<file path="src/hw/rtl/sdqc_pkg.sv">
// Types and constants of the session demultiplexer with query credit.
package sdqc_pkg;

  localparam int unsigned SESSIONS_DEF = 16;
  localparam int unsigned FIFO_DEPTH   = 4;

  localparam int unsigned ENTRY_W    = 4;
  localparam int unsigned SID_W      = 16;
  localparam int unsigned LEN_W      = 16;
  localparam int unsigned LANE_W     = 32;
  localparam int unsigned QF_W       = 12;
  localparam int unsigned BYTES_W    = 48;
  localparam int unsigned PEND_W     = 24;
  localparam int unsigned CFG_DATA_W = 48;
  localparam int unsigned CFG_IDX_W  = 1;

  // A packet of 64 bytes carries 16 float words.
  localparam int unsigned BLOCK_SHIFT = 6;
  localparam int unsigned FLOAT_SHIFT = 4;

  localparam logic [QF_W-1:0] QF_RESET = QF_W'(128);

  typedef enum logic {
    FUNC_HEADER = 1'b0,
    FUNC_DATA   = 1'b1
  } func_e;

  typedef enum logic [CFG_IDX_W-1:0] {
    CFG_QUERY_FLOATS   = 1'b0,
    CFG_EXPECTED_BYTES = 1'b1
  } cfg_reg_e;

  typedef struct packed {
    func_e              func;
    logic               full;
    logic               fresh;
    logic [SID_W-1:0]   sid;
    logic [LEN_W-1:0]   len;
    logic [LANE_W-1:0]  lane;
  } cmd_t;

endpackage

</file>
<file path="src/hw/rtl/sdqc_ram.sv">
// Generic single-write, single-read RAM with a registered read port.
module sdqc_ram #(
  parameter int unsigned WIDTH = 8,
  parameter int unsigned DEPTH = 16,
  parameter int unsigned AW    = (DEPTH > 1) ? $clog2(DEPTH) : 1
) (
  input  logic             clk_i,
  input  logic             we_i,
  input  logic [AW-1:0]    waddr_i,
  input  logic [WIDTH-1:0] wdata_i,
  input  logic             re_i,
  input  logic [AW-1:0]    raddr_i,
  output logic [WIDTH-1:0] rdata_o
);

  logic [WIDTH-1:0] mem_q [DEPTH];
  logic [WIDTH-1:0] rdata_q;

  always_ff @(posedge clk_i) begin
    if (we_i) begin
      mem_q[waddr_i] <= wdata_i;
    end
    if (re_i) begin
      rdata_q <= mem_q[raddr_i];
    end
  end

  assign rdata_o = rdata_q;

endmodule

</file>
<file path="src/hw/rtl/sdqc_front.sv">
// Front end: accepts items, looks up or allocates session entries, tags data lanes.
module sdqc_front #(
  parameter int unsigned SESSIONS = 16,
  parameter int unsigned IDX_W    = 4,
  parameter int unsigned USED_W   = 5
) (
  input  logic                      clk_i,
  input  logic                      rst_ni,
  input  logic                      in_valid_i,
  output logic                      in_stall_o,
  input  logic                      func_i,
  input  logic [sdqc_pkg::SID_W-1:0]  session_id_i,
  input  logic [sdqc_pkg::LEN_W-1:0]  byte_length_i,
  input  logic [sdqc_pkg::LANE_W-1:0] data_lane_i,
  input  logic                      fifo_full_i,
  output logic                      push_o,
  output sdqc_pkg::cmd_t            cmd_o,
  output logic [IDX_W-1:0]          idx_o
);
  import sdqc_pkg::*;

  logic [SID_W-1:0]  tbl_q [SESSIONS];
  logic [USED_W-1:0] used_q, used_d;
  logic [IDX_W-1:0]  cur_q, cur_d;
  logic [IDX_W-1:0]  hit_idx;
  logic              hit, alloc, full, accept;
  func_e             func;

  assign func   = func_e'(func_i);
  assign accept = in_valid_i && !fifo_full_i;

  always_comb begin
    hit     = 1'b0;
    hit_idx = '0;
    for (int i = SESSIONS - 1; i >= 0; i--) begin
      if ((USED_W'(i) < used_q) && (tbl_q[i] == session_id_i)) begin
        hit     = 1'b1;
        hit_idx = IDX_W'(i);
      end
    end
  end

  assign alloc = !hit && (used_q != USED_W'(SESSIONS));
  assign full  = !hit && !alloc;

  always_comb begin
    cmd_o.func  = func;
    cmd_o.full  = 1'b0;
    cmd_o.fresh = 1'b0;
    cmd_o.sid   = session_id_i;
    cmd_o.len   = byte_length_i;
    cmd_o.lane  = data_lane_i;
    idx_o       = cur_q;
    used_d      = used_q;
    cur_d       = cur_q;
    unique case (func)
      FUNC_HEADER: begin
        cmd_o.full  = full;
        cmd_o.fresh = alloc;
        if (hit) begin
          idx_o = hit_idx;
        end else if (alloc) begin
          idx_o = used_q[IDX_W-1:0];
        end else begin
          idx_o = '0;
        end
        if (accept && !full) begin
          cur_d = idx_o;
        end
        if (accept && alloc) begin
          used_d = used_q + USED_W'(1);
        end
      end
      FUNC_DATA: begin
      end
      default: begin
      end
    endcase
  end

  always_ff @(posedge clk_i) begin
    if (accept && func == FUNC_HEADER && alloc) begin
      tbl_q[used_q[IDX_W-1:0]] <= session_id_i;
    end
  end

  always_ff @(posedge clk_i or negedge rst_ni) begin
    if (!rst_ni) begin
      used_q <= '0;
      cur_q  <= '0;
    end else begin
      used_q <= used_d;
      cur_q  <= cur_d;
    end
  end

  assign push_o     = accept;
  assign in_stall_o = fifo_full_i;

endmodule

</file>
<file path="src/hw/rtl/sdqc_fifo.sv">
// Short queue between the front end and the back end.
module sdqc_fifo #(
  parameter int unsigned WIDTH = 8,
  parameter int unsigned DEPTH = 4
) (
  input  logic             clk_i,
  input  logic             rst_ni,
  input  logic             push_i,
  input  logic [WIDTH-1:0] data_i,
  input  logic             pop_i,
  output logic [WIDTH-1:0] data_o,
  output logic             full_o,
  output logic             empty_o
);

  localparam int unsigned PW = (DEPTH > 1) ? $clog2(DEPTH) : 1;
  localparam int unsigned CW = $clog2(DEPTH + 1);

  logic [WIDTH-1:0] mem_q [DEPTH];
  logic [PW-1:0]    wr_q, wr_d, rd_q, rd_d;
  logic [CW-1:0]    cnt_q, cnt_d;
  logic             do_push, do_pop;

  assign full_o  = (cnt_q == CW'(DEPTH));
  assign empty_o = (cnt_q == '0);
  assign do_push = push_i && !full_o;
  assign do_pop  = pop_i && !empty_o;
  assign data_o  = mem_q[rd_q];

  always_comb begin
    wr_d  = wr_q;
    rd_d  = rd_q;
    cnt_d = cnt_q;
    if (do_push) begin
      wr_d = (wr_q == PW'(DEPTH - 1)) ? '0 : wr_q + PW'(1);
    end
    if (do_pop) begin
      rd_d = (rd_q == PW'(DEPTH - 1)) ? '0 : rd_q + PW'(1);
    end
    if (do_push && !do_pop) begin
      cnt_d = cnt_q + CW'(1);
    end else if (do_pop && !do_push) begin
      cnt_d = cnt_q - CW'(1);
    end
  end

  always_ff @(posedge clk_i) begin
    if (do_push) begin
      mem_q[wr_q] <= data_i;
    end
  end

  always_ff @(posedge clk_i or negedge rst_ni) begin
    if (!rst_ni) begin
      wr_q  <= '0;
      rd_q  <= '0;
      cnt_q <= '0;
    end else begin
      wr_q  <= wr_d;
      rd_q  <= rd_d;
      cnt_q <= cnt_d;
    end
  end

endmodule

</file>
<file path="src/hw/rtl/sdqc_back.sv">
// Back end: pending float credit, received byte total and the result register.
module sdqc_back #(
  parameter int unsigned SESSIONS = 16,
  parameter int unsigned IDX_W    = 4
) (
  input  logic                            clk_i,
  input  logic                            rst_ni,
  input  logic                            cfg_we_i,
  input  logic [sdqc_pkg::CFG_IDX_W-1:0]  cfg_idx_i,
  input  logic [sdqc_pkg::CFG_DATA_W-1:0] cfg_data_i,
  input  logic                            fifo_empty_i,
  input  sdqc_pkg::cmd_t                  fifo_cmd_i,
  input  logic [IDX_W-1:0]                fifo_idx_i,
  output logic                            fifo_pop_o,
  output logic                            out_valid_o,
  input  logic                            out_stall_i,
  output logic                            kind_o,
  output logic [sdqc_pkg::ENTRY_W-1:0]    entry_o,
  output logic [sdqc_pkg::SID_W-1:0]      ready_session_id_o,
  output logic                            query_ready_o,
  output logic                            new_session_o,
  output logic                            table_full_o,
  output logic [sdqc_pkg::LANE_W-1:0]     routed_lane_o,
  output logic                            all_received_o
);
  import sdqc_pkg::*;

  localparam int unsigned BLK_W = LEN_W - BLOCK_SHIFT + FLOAT_SHIFT;

  logic [QF_W-1:0]    qf_q;
  logic [BYTES_W-1:0] exp_q, bytes_q, bytes_d;
  logic [SESSIONS-1:0] vld_q;

  cmd_t               s2_cmd_q;
  logic [IDX_W-1:0]   s2_idx_q;
  logic               s2_v_q, s2_adv, s2_load;

  logic               lw_v_q;
  logic [IDX_W-1:0]   lw_idx_q;
  logic [PEND_W-1:0]  lw_data_q;

  logic [PEND_W-1:0]  ram_rdata, pend, cnt, new_cnt, qf_ext;
  logic [PEND_W:0]    psum;
  logic [BLK_W-1:0]   blk;
  logic [BYTES_W:0]   bsum;
  logic               ready, is_hdr, do_wr;

  logic               out_v_q;
  logic               kind_q, ready_q, fresh_q, full_q, all_q;
  logic [ENTRY_W-1:0] entry_q;
  logic [SID_W-1:0]   rsid_q;
  logic [LANE_W-1:0]  lane_q;

  assign s2_adv     = s2_v_q && (!out_v_q || !out_stall_i);
  assign s2_load    = !s2_v_q || s2_adv;
  assign fifo_pop_o = !fifo_empty_i && s2_load;

  sdqc_ram #(
    .WIDTH (PEND_W),
    .DEPTH (SESSIONS),
    .AW    (IDX_W)
  ) u_pend_ram (
    .clk_i   (clk_i),
    .we_i    (do_wr),
    .waddr_i (s2_idx_q),
    .wdata_i (new_cnt),
    .re_i    (fifo_pop_o),
    .raddr_i (fifo_idx_i),
    .rdata_o (ram_rdata)
  );

  // The most recent write is forwarded because the RAM read was issued when the item left the queue, with that write.
  always_comb begin
    if (lw_v_q && lw_idx_q == s2_idx_q) begin
      pend = lw_data_q;
    end else if (vld_q[s2_idx_q]) begin
      pend = ram_rdata;
    end else begin
      pend = '0;
    end
  end

  assign is_hdr  = (s2_cmd_q.func == FUNC_HEADER);
  assign blk     = {s2_cmd_q.len[LEN_W-1:BLOCK_SHIFT], {FLOAT_SHIFT{1'b0}}};
  assign psum    = {1'b0, pend} + (PEND_W + 1)'(blk);
  assign cnt     = psum[PEND_W] ? '1 : psum[PEND_W-1:0];
  assign qf_ext  = PEND_W'(qf_q);
  assign ready   = (cnt >= qf_ext);
  assign new_cnt = ready ? cnt - qf_ext : cnt;
  assign do_wr   = s2_adv && is_hdr && !s2_cmd_q.full;

  assign bsum = {1'b0, bytes_q} + (BYTES_W + 1)'(s2_cmd_q.len);

  always_comb begin
    bytes_d = bytes_q;
    if (is_hdr) begin
      bytes_d = bsum[BYTES_W] ? '1 : bsum[BYTES_W-1:0];
    end
  end

  always_ff @(posedge clk_i or negedge rst_ni) begin
    if (!rst_ni) begin
      qf_q  <= QF_RESET;
      exp_q <= '0;
    end else if (cfg_we_i) begin
      unique case (cfg_reg_e'(cfg_idx_i))
        CFG_QUERY_FLOATS:   qf_q  <= cfg_data_i[QF_W-1:0];
        CFG_EXPECTED_BYTES: exp_q <= cfg_data_i[BYTES_W-1:0];
        default: begin
        end
      endcase
    end
  end

  always_ff @(posedge clk_i) begin
    if (fifo_pop_o) begin
      s2_cmd_q <= fifo_cmd_i;
      s2_idx_q <= fifo_idx_i;
    end
    if (do_wr) begin
      lw_idx_q  <= s2_idx_q;
      lw_data_q <= new_cnt;
    end
    if (s2_adv) begin
      kind_q  <= s2_cmd_q.func;
      entry_q <= ENTRY_W'(s2_idx_q);
      ready_q <= is_hdr && !s2_cmd_q.full && ready;
      rsid_q  <= (is_hdr && !s2_cmd_q.full && ready) ? s2_cmd_q.sid : '0;
      fresh_q <= is_hdr && s2_cmd_q.fresh;
      full_q  <= is_hdr && s2_cmd_q.full;
      lane_q  <= is_hdr ? '0 : s2_cmd_q.lane;
      all_q   <= (bytes_d >= exp_q);
    end
  end

  always_ff @(posedge clk_i or negedge rst_ni) begin
    if (!rst_ni) begin
      s2_v_q  <= 1'b0;
      out_v_q <= 1'b0;
      lw_v_q  <= 1'b0;
      vld_q   <= '0;
      bytes_q <= '0;
    end else begin
      if (s2_load) begin
        s2_v_q <= fifo_pop_o;
      end
      if (s2_adv) begin
        out_v_q <= 1'b1;
        bytes_q <= bytes_d;
      end else if (!out_stall_i) begin
        out_v_q <= 1'b0;
      end
      if (do_wr) begin
        lw_v_q          <= 1'b1;
        vld_q[s2_idx_q] <= 1'b1;
      end
    end
  end

  assign out_valid_o        = out_v_q;
  assign kind_o             = kind_q;
  assign entry_o            = entry_q;
  assign ready_session_id_o = rsid_q;
  assign query_ready_o      = ready_q;
  assign new_session_o      = fresh_q;
  assign table_full_o       = full_q;
  assign routed_lane_o      = lane_q;
  assign all_received_o     = all_q;

endmodule

</file>
<file path="src/hw/rtl/session_demux_with_query_credit_unit.sv">
// Top level of the session demultiplexer with query credit.
// The block takes one item per cycle while the queue is not full, and delivers exactly one
// result per item, in order. The front end compares all session entries in parallel and
// writes the item into the queue when it is accepted. From the queue it moves into the back
// end's stage register while the pending-float RAM is read, and from there into the result
// register. The queue holds four items, so either side can stall without stopping the other
// at once.
// Pending counts are cleared by per-entry valid bits at reset, so no clearing pass is needed.
module session_demux_with_query_credit_unit #(
  parameter int unsigned SESSIONS = sdqc_pkg::SESSIONS_DEF
) (
  input  logic                            clk_i,
  input  logic                            rst_ni,
  input  logic                            cfg_we_i,
  input  logic [sdqc_pkg::CFG_IDX_W-1:0]  cfg_idx_i,
  input  logic [sdqc_pkg::CFG_DATA_W-1:0] cfg_data_i,
  input  logic                            in_valid_i,
  output logic                            in_stall_o,
  input  logic                            func_i,
  input  logic [sdqc_pkg::SID_W-1:0]      session_id_i,
  input  logic [sdqc_pkg::LEN_W-1:0]      byte_length_i,
  input  logic [sdqc_pkg::LANE_W-1:0]     data_lane_i,
  output logic                            out_valid_o,
  input  logic                            out_stall_i,
  output logic                            kind_o,
  output logic [sdqc_pkg::ENTRY_W-1:0]    entry_o,
  output logic [sdqc_pkg::SID_W-1:0]      ready_session_id_o,
  output logic                            query_ready_o,
  output logic                            new_session_o,
  output logic                            table_full_o,
  output logic [sdqc_pkg::LANE_W-1:0]     routed_lane_o,
  output logic                            all_received_o
);
  import sdqc_pkg::*;

  localparam int unsigned IDX_W  = (SESSIONS > 1) ? $clog2(SESSIONS) : 1;
  localparam int unsigned USED_W = $clog2(SESSIONS + 1);
  localparam int unsigned QW     = $bits(cmd_t) + IDX_W;

  cmd_t             f_cmd, b_cmd;
  logic [IDX_W-1:0] f_idx, b_idx;
  logic             push, pop, q_full, q_empty;

  sdqc_front #(
    .SESSIONS (SESSIONS),
    .IDX_W    (IDX_W),
    .USED_W   (USED_W)
  ) u_front (
    .clk_i         (clk_i),
    .rst_ni        (rst_ni),
    .in_valid_i    (in_valid_i),
    .in_stall_o    (in_stall_o),
    .func_i        (func_i),
    .session_id_i  (session_id_i),
    .byte_length_i (byte_length_i),
    .data_lane_i   (data_lane_i),
    .fifo_full_i   (q_full),
    .push_o        (push),
    .cmd_o         (f_cmd),
    .idx_o         (f_idx)
  );

  sdqc_fifo #(
    .WIDTH (QW),
    .DEPTH (FIFO_DEPTH)
  ) u_fifo (
    .clk_i   (clk_i),
    .rst_ni  (rst_ni),
    .push_i  (push),
    .data_i  ({f_cmd, f_idx}),
    .pop_i   (pop),
    .data_o  ({b_cmd, b_idx}),
    .full_o  (q_full),
    .empty_o (q_empty)
  );

  sdqc_back #(
    .SESSIONS (SESSIONS),
    .IDX_W    (IDX_W)
  ) u_back (
    .clk_i              (clk_i),
    .rst_ni             (rst_ni),
    .cfg_we_i           (cfg_we_i),
    .cfg_idx_i          (cfg_idx_i),
    .cfg_data_i         (cfg_data_i),
    .fifo_empty_i       (q_empty),
    .fifo_cmd_i         (b_cmd),
    .fifo_idx_i         (b_idx),
    .fifo_pop_o         (pop),
    .out_valid_o        (out_valid_o),
    .out_stall_i        (out_stall_i),
    .kind_o             (kind_o),
    .entry_o            (entry_o),
    .ready_session_id_o (ready_session_id_o),
    .query_ready_o      (query_ready_o),
    .new_session_o      (new_session_o),
    .table_full_o       (table_full_o),
    .routed_lane_o      (routed_lane_o),
    .all_received_o     (all_received_o)
  );

endmodule

</file>
<file path="config.mk">
export PLATFORM = sky130hd
export DESIGN_NAME = session_demux_with_query_credit_unit
export DESIGN_NICKNAME = d
export VERILOG_FILES = /design/src/hw/rtl/sdqc_pkg.sv /design/src/hw/rtl/sdqc_ram.sv /design/src/hw/rtl/sdqc_front.sv /design/src/hw/rtl/sdqc_fifo.sv /design/src/hw/rtl/sdqc_back.sv /design/src/hw/rtl/session_demux_with_query_credit_unit.sv
export SDC_FILE = /design/constraint.sdc
export NUM_CORES = 2
export LEC_CHECK = 0
export ABC_AREA = 1
export BUFFER_PORTS_ARGS = -buffer_cell sky130_fd_sc_hd__buf_2
export CAP_MARGIN = 25
export CORE_ASPECT_RATIO = 0.75
export CORE_MARGIN = 8
export CORE_UTILIZATION = 65
export CTS_CLUSTER_DIAMETER = 40
export DETAILED_ROUTE_END_ITERATION = 16
export MAX_ROUTING_LAYER = met4
export PLACE_DENSITY = 0.83
export RECOVER_POWER = 100
export SYNTH_ARGS = -nofsm -noshare
export SYNTH_HDL_FRONTEND = slang
export SYNTH_SLANG_ARGS = --single-unit
</file>
<file path="constraint.sdc">
create_clock -name clk_i -period 15.59 [get_ports clk_i]
set_input_delay 0.7795 -clock clk_i [delete_from_list [all_inputs] [get_ports clk_i]]
set_output_delay 0.7795 -clock clk_i [all_outputs]
set_load 0.01 [all_outputs]
</file>
* Word level (Yosys, flattened, before mapping)
Memory sizes are Yosys's and may differ from the RTL's. A register that Yosys moved wholly into a read port is not among the register bits. Index checks and enable logic that the tools add are counted.
Storage, ports and cells: register bits 299, memory bits (writable) 924, input port bits 119, logic and storage cells 200, memories kept 3
Operators by class: add/sub/neg operators 8, $lt $le $gt $ge 20, equality and inequality tests 22, mux-type cells 58, bitwise operators 4, reduce and logical (&&, ||, !) cells 56
Memories:
- u_back.u_pend_ram.mem_q | depth 16, bits a word 24, read ports 1, clocked after Yosys merged registers in 1, write ports 1, line sdqc_ram.sv:16 | logic [WIDTH-1:0] mem_q [DEPTH];
- u_fifo.mem_q | depth 4, bits a word 71, read ports 1, clocked after Yosys merged registers in 0, write ports 1, line sdqc_fifo.sv:19 | logic [WIDTH-1:0] mem_q [DEPTH];
- u_front.tbl_q | depth 16, bits a word 16, read ports 16, clocked after Yosys merged registers in 0, write ports 1, line sdqc_front.sv:22 | logic [SID_W-1:0] tbl_q [SESSIONS];
Operators with widths (count):
- 16-bit == test | 16
- 24-bit 2-to-1 mux | 4
- 48-bit 2-to-1 mux | 2
- 4-bit 2-to-1 mux | 19
- 48-bit by 16-bit adder with 49-bit output | 1
- 48-bit >= comparator | 1
- 4-bit by 5-bit < comparator with 1-bit output, first input constant | 8
- 1-bit logical AND | 37
- 1-bit 2-to-1 mux | 26
- 24-bit by 14-bit adder with 25-bit output | 1
- 24-bit by 12-bit >= comparator with 1-bit output | 1
- 24-bit by 12-bit subtractor with 24-bit output | 1
- 3-bit by 5-bit < comparator with 1-bit output, first input constant | 4
- 16-bit bitwise OR | 1
- 1-bit logical NOT | 11
- 1-bit by 5-bit < comparator with 1-bit output, first input constant | 2
- 2-bit by 5-bit < comparator with 1-bit output, first input constant | 2
- 2-bit AND reduction | 4
- 2-bit 2-to-1 mux | 3
- 3-bit 2-to-1 mux | 2
- 5-bit by 1-bit adder with 5-bit output, second input constant | 1
- 4-bit by 5-bit < comparator with 1-bit output, second input constant | 1
- 5-bit != test, second input constant | 1
- 2-bit by 1-bit adder with 2-bit output, second input constant | 2
- 13 further kinds | 17

* Depth between registers and ports, before layout
An unclocked memory read counts as a cell.
word-level depth 26, gate-level depth with buffers 39

* Hierarchy
From an unflattened synthesis, not the netlist that was laid out.
Second synthesis, totals: cell total of the unflattened synthesis 5402, area, all modules 58044.4 µm²
By module, submodules not included:
- sdqc_ram | instances 1, cells an instance 1597, area each 17191.5 µm², seq. area each 12251.8 µm²
- sdqc_back | instances 1, cells an instance 1859, area each 16052.9 µm², seq. area each 7863.8 µm²
- sdqc_front | instances 1, cells an instance 1057, area each 12640.9 µm², seq. area each 7912.6 µm²
- sdqc_fifo | instances 1, cells an instance 889, area each 12159.2 µm², seq. area each 8703.3 µm²

* Worst setup path after synthesis
OpenSTA, ideal clock, no wires.
kind reg2reg, start register u_back.s2_idx_q[0], end register u_back.lw_data_q[2], data pin, arrival 5.827 ns, required time 15.252 ns, path slack 9.426 ns, cell stages (with the launch flop) 36, buffers on the path 5, clock period less this slack 6.164 ns, cell sequence edfxtp_1 buf_6 nand2_1 o21ai_0 nand2_1 nand2_1 nand2_1 nand2_2 nor2_1 clkbuf_1 o21ai_0 ha_1 a21oi_1 o21ai_0 a21oi_1 o21bai_1 nand2_1 nand2_1 nand4_4 buf_6 clkbuf_1 nand2_1 ha_1 nand2_1 nor2_1 inv_1 nor3_1 a21oi_1 o21ai_0 inv_1 nand3_1 nor2_2 nand2_4 inv_4 buf_2 o21ai_0
On the way: cells in the longest elaborated chain, start to end 8
Ends and longest elaborated chain:
- from (decl) | line sdqc_back.sv:35 | logic [IDX_W-1:0] s2_idx_q;
- from (signal assigned) | line sdqc_back.sv:118 | s2_idx_q <= fifo_idx_i;
- 1-bit binary-select mux with 4-bit select | line sdqc_back.sv:76 | end else if (vld_q[s2_idx_q]) begin
- 1-bit 2-to-1 mux (implied by the code) | line sdqc_back.sv:76
- 24-bit 2-to-1 mux | line sdqc_back.sv:76
- 24-bit 2-to-1 mux (*) | line sdqc_back.sv:74 | if (lw_v_q && lw_idx_q == s2_idx_q) begin
- 24-bit by 14-bit adder with 25-bit output (*) | line sdqc_back.sv:85 | assign psum = {1'b0, pend} + (PEND_W + 1)'(blk);
- 24-bit 2-to-1 mux (*) | line sdqc_back.sv:86 | assign cnt = psum[PEND_W] ? '1 : psum[PEND_W-1:0];
- 24-bit by 12-bit subtractor with 24-bit output / 24-bit by 12-bit >= comparator with 1-bit output (equally long branches) | line sdqc_back.sv:89, sdqc_back.sv:88
- 24-bit 2-to-1 mux (*) | line sdqc_back.sv:89 | assign new_cnt = ready ? cnt - qf_ext : cnt;
- net u_back.new_cnt[2] | line sdqc_back.sv:42 | logic [PEND_W-1:0] ram_rdata, pend, cnt, new_cnt, qf_ext;
- to (signal assigned) | line sdqc_back.sv:122 | lw_data_q <= new_cnt;
- to (decl) | line sdqc_back.sv:40 | logic [PEND_W-1:0] lw_data_q;
The timed path passes the listed nets; every way through them passes the cells marked *. The select of a mux whose other input is x is not followed. A chain may end at the register's enable or synchronous reset.

* Worst setup path in the final report
start register u_back.s2_idx_q[0], end memory u_back.u_pend_ram.mem_q[5][10] in the netlist's numbering, data pin
On the way: cells in the longest elaborated chain, start to end 8
Ends and longest elaborated chain (line):
- 1-bit binary-select mux with 4-bit select | sdqc_back.sv:76
- 1-bit 2-to-1 mux (implied by the code) | sdqc_back.sv:76
- 24-bit 2-to-1 mux | sdqc_back.sv:76
- 24-bit 2-to-1 mux (*) | sdqc_back.sv:74
- 24-bit by 14-bit adder with 25-bit output (*) | sdqc_back.sv:85
- 24-bit 2-to-1 mux (*) | sdqc_back.sv:86
- 24-bit by 12-bit subtractor with 24-bit output / 24-bit by 12-bit >= comparator with 1-bit output (equally long branches) | sdqc_back.sv:89, sdqc_back.sv:88
- 24-bit 2-to-1 mux (*) | sdqc_back.sv:89
- net u_back.new_cnt[10] | sdqc_back.sv:42
- to (decl) | sdqc_ram.sv:16
Marks and branches as above.

==> results.toml <==
[yosys]
ys_async_sr_fraction_pct = 11.47
ys_top_cells_by_count = "1104 x edfxtp_1, 702 x nor2_1, 640 x nand2_1"
synth_area_per_cell_sq_um = 11.67
syn_area_sq_um = 53960
synth.distinct_cells = 68
synth_edf_count = 1104
synth.most_common_cell = "edfxtp_1"
synth.area.top_cells = "edfxtp_1 61%, dfrtp_1 6.6%, nor2_1 4.9%"
synth_top_area_share_pct = 61.44
syn_nets = 4842
yosysWarnings = 0
synthFlopType = "edfxtp_1"
synth_cells = 4623
synth-seq-area-share_pct = 68.07
synth-seq-cells = 1247
synth.largest_area_cell = "edfxtp_1"

[grt]
grt_pass1_wl_microns = 207600
track_usage_pct = 29.85
grt_pass1_vias = 36220
grt_max_degree = 106
grt_antenna_before_repair = 12
grt_overflow = 0

[critical_path]
worst-setup-path-type = "reg -> reg"
cp.buffers_inverters = 5
cp.required_ps = 15870
cp_common_cell = "nand2_1"
cp.arrival_ps = 11430
crit_fanout = 28
start_kind = "flip-flop"
end_kind = "flip-flop"
cpLargestDelayFamily = "simple AND/OR/NAND/NOR gates"
max_stage_delay_ps = 1390
slowest_stage = "o21ai_0"

[clock_tree]
htreeDepth = 4
cts_hold_buf = 0
cts_tree = "built"
cts_setup_buffers = 0
clk_pin_slew_ps = 60
cts-root-buf = "clkbuf_16"
cts_sinks = 1247
numCtsBuffers = 130
worstSkewPairLatency_ps = 750
cts.repair.resized = 0
clk_path_buf_depth = 3

[route]
drt_iter0_drc = 4841
avgRoutedWirePerCell_microns = 22.71
dr_total_vias = 37420
drcViolationCount = 0
ant_nets = 0
first_pass_iters = 6
wirelength_microns = 137600
vias_per_cell = 6.176

[timing]
fin_ws_ps = 4443
worst_pin_slew_ps = 4800
max_clock_freq_mhz = 89.71
finalSetupViolCount = 0
finalSetupTns_ps = 0
slew_headroom_pct = -220.0
fin_worst_skew_ps = 39.27
whs_ps = 285.2
period_share_pct = 71.50
finalHoldViolations = 0
rsz0062_at_grt = "false"
min_period_ps = 11150
maxSlewViolCount = 2031

[layout]
final_nets = 5045
nFillCells = 5343
drive_above_1_share_pct = 8.054
utilization_pct = 73.09
final_cell_count_no_fill = 6059
areaGrowthSynthToFinish_pct = 11.36

[floorplanning]
die_h_microns = 265.5
dieWidth_microns = 348.7
dieArea_sq_um = 92580
initial_utilization_pct = 65.64
row_count = 91
num_io_pins = 178
coreArea_sq_um = 82210

[run_status]
violations = "max-capacitance violations, max-slew violations"
outcome = "complete, but fails checks"

[place]
pre_cts_ws_ps = 7723
gp_congestion = 0.9865
dp_hpwl_microns = 80970
portBuffers = 177
dp.cells = 5799

[flow_run]
max_cap_violations = 54

[power_and_ir_drop]
peakVddDrop_uv = 310.5
p_leak_nw = 22.24
powerDensity_nw_per_um2 = 247.4

[worst_hold_path]
hold_class = "in -> reg"
==> sequential cells by signal, indices dropped and copies added, names as in the netlist, 3 cells and up <==
name                       flops
u_back.blk                    10
u_back.bytes_q                48
u_back.entry_o                 4
u_back.exp_q                  48
u_back.lw_data_q              24
u_back.lw_idx_q                4
u_back.qf_q                   12
u_back.ready_session_id_o     16
u_back.routed_lane_o          32
u_back.s2_cmd_q               57
u_back.s2_idx_q                4
u_back.u_pend_ram.mem_q      384
u_back.u_pend_ram.rdata_o     24
u_back.vld_q                  16
u_fifo.cnt_q                   3
u_fifo.mem_q                 284
u_front.cur_q                  4
u_front.tbl_q                256
u_front.used_q                 5
==> layout by cell type (no fill, tap or decap), types with 47 or more instances in the layout <==
cell type and count:
o211ai_1 50, xor2_1 99, nand2_1 641, buf_2 67, dfrtp_1 141, o21ai_0 441, clkbuf_16 134, edfxtp_1 1104
nor2_1 702, inv_1 349, xnor2_1 65, a21oi_1 118, ha_1 96, nand3_1 94, o32ai_1 49, or2_2 47
o311ai_0 49, clkbuf_1 216, o22ai_1 101
==> final cells by class <==
class                   count  area, sq um  area share, %
well taps                1116         1396          2.324
multi-input cells        2809        14990          24.94
flip-flops and latches   1247        36730          61.13
inverters                 365         1379          2.295
clock inverters            73        872.1          1.451
diodes                     14        35.03        0.05831
repair buffers            273         1154          1.920
clock buffers             162         3528          5.872
==> report_power, final <==
group | leakage, nW | switching, mW | internal, mW
clock network | 2.14 | 1.32 | 1.85
registers | 11.9 | 0.310 | 5.67
logic | 8.21 | 4.22 | 1.49
==> metrics by stage <==
stage               power, mW  instance area (sq um)
global route            15.58                  60080
finish                  14.87                  60090
floorplan               9.677                  53960
detailed placement      11.55                  56190
CTS                     14.76                  60590
global placement        11.34                  56170
==> kinds of logic after synthesis <==
logic type	count (synthesis)	synth area share, %
buffers and inverters	567	4.118
XOR/XNOR	164	2.662
flip-flops	1247	68.07
AO/OA/AOI/OAI	886	9.841
AND/OR/NAND/NOR	1658	12.91
multiplexers	1	0.02087
adder cells (fa/ha/maj)	100	2.374
==> final timing paths <==
check	end	from	slack, ps	cells after the start
setup / recovery	u_back.u_pend_ram.mem_q[5][10]	u_back.s2_idx_q[0]	4440	29
hold / removal	u_back.out_valid_o	out_stall_i	290	3
setup reg to reg	u_back.u_pend_ram.mem_q[5][10]	u_back.s2_idx_q[0]	4440	29
hold reg to reg	u_back.vld_q[12]	u_back.vld_q[12]	470	2
max in group asynchronous	u_fifo.rd_q[1]	rst_ni	8450	2
min in group asynchronous	u_back.exp_q[33]	rst_ni	1760	1
==> tightest hold or removal path, stage by stage <==
cell     delay [ps]
buf_2            70
nand2_1          50
nand2_1          60
==> per-layer routing <==
layer  GRT usage (%)  part of all wire, %  wire length, microns  vias to the layer above
met5               -                    0                     0                        -
met4           9.377                  3.0                  4143                        0
met3           7.178                   12                 17030                      334
met2           44.98                   45                 62380                     2364
met1           40.61                   39                 54020                    17920
li1                -                    -                     -                    16800
(Power assumes the default switching activity.)
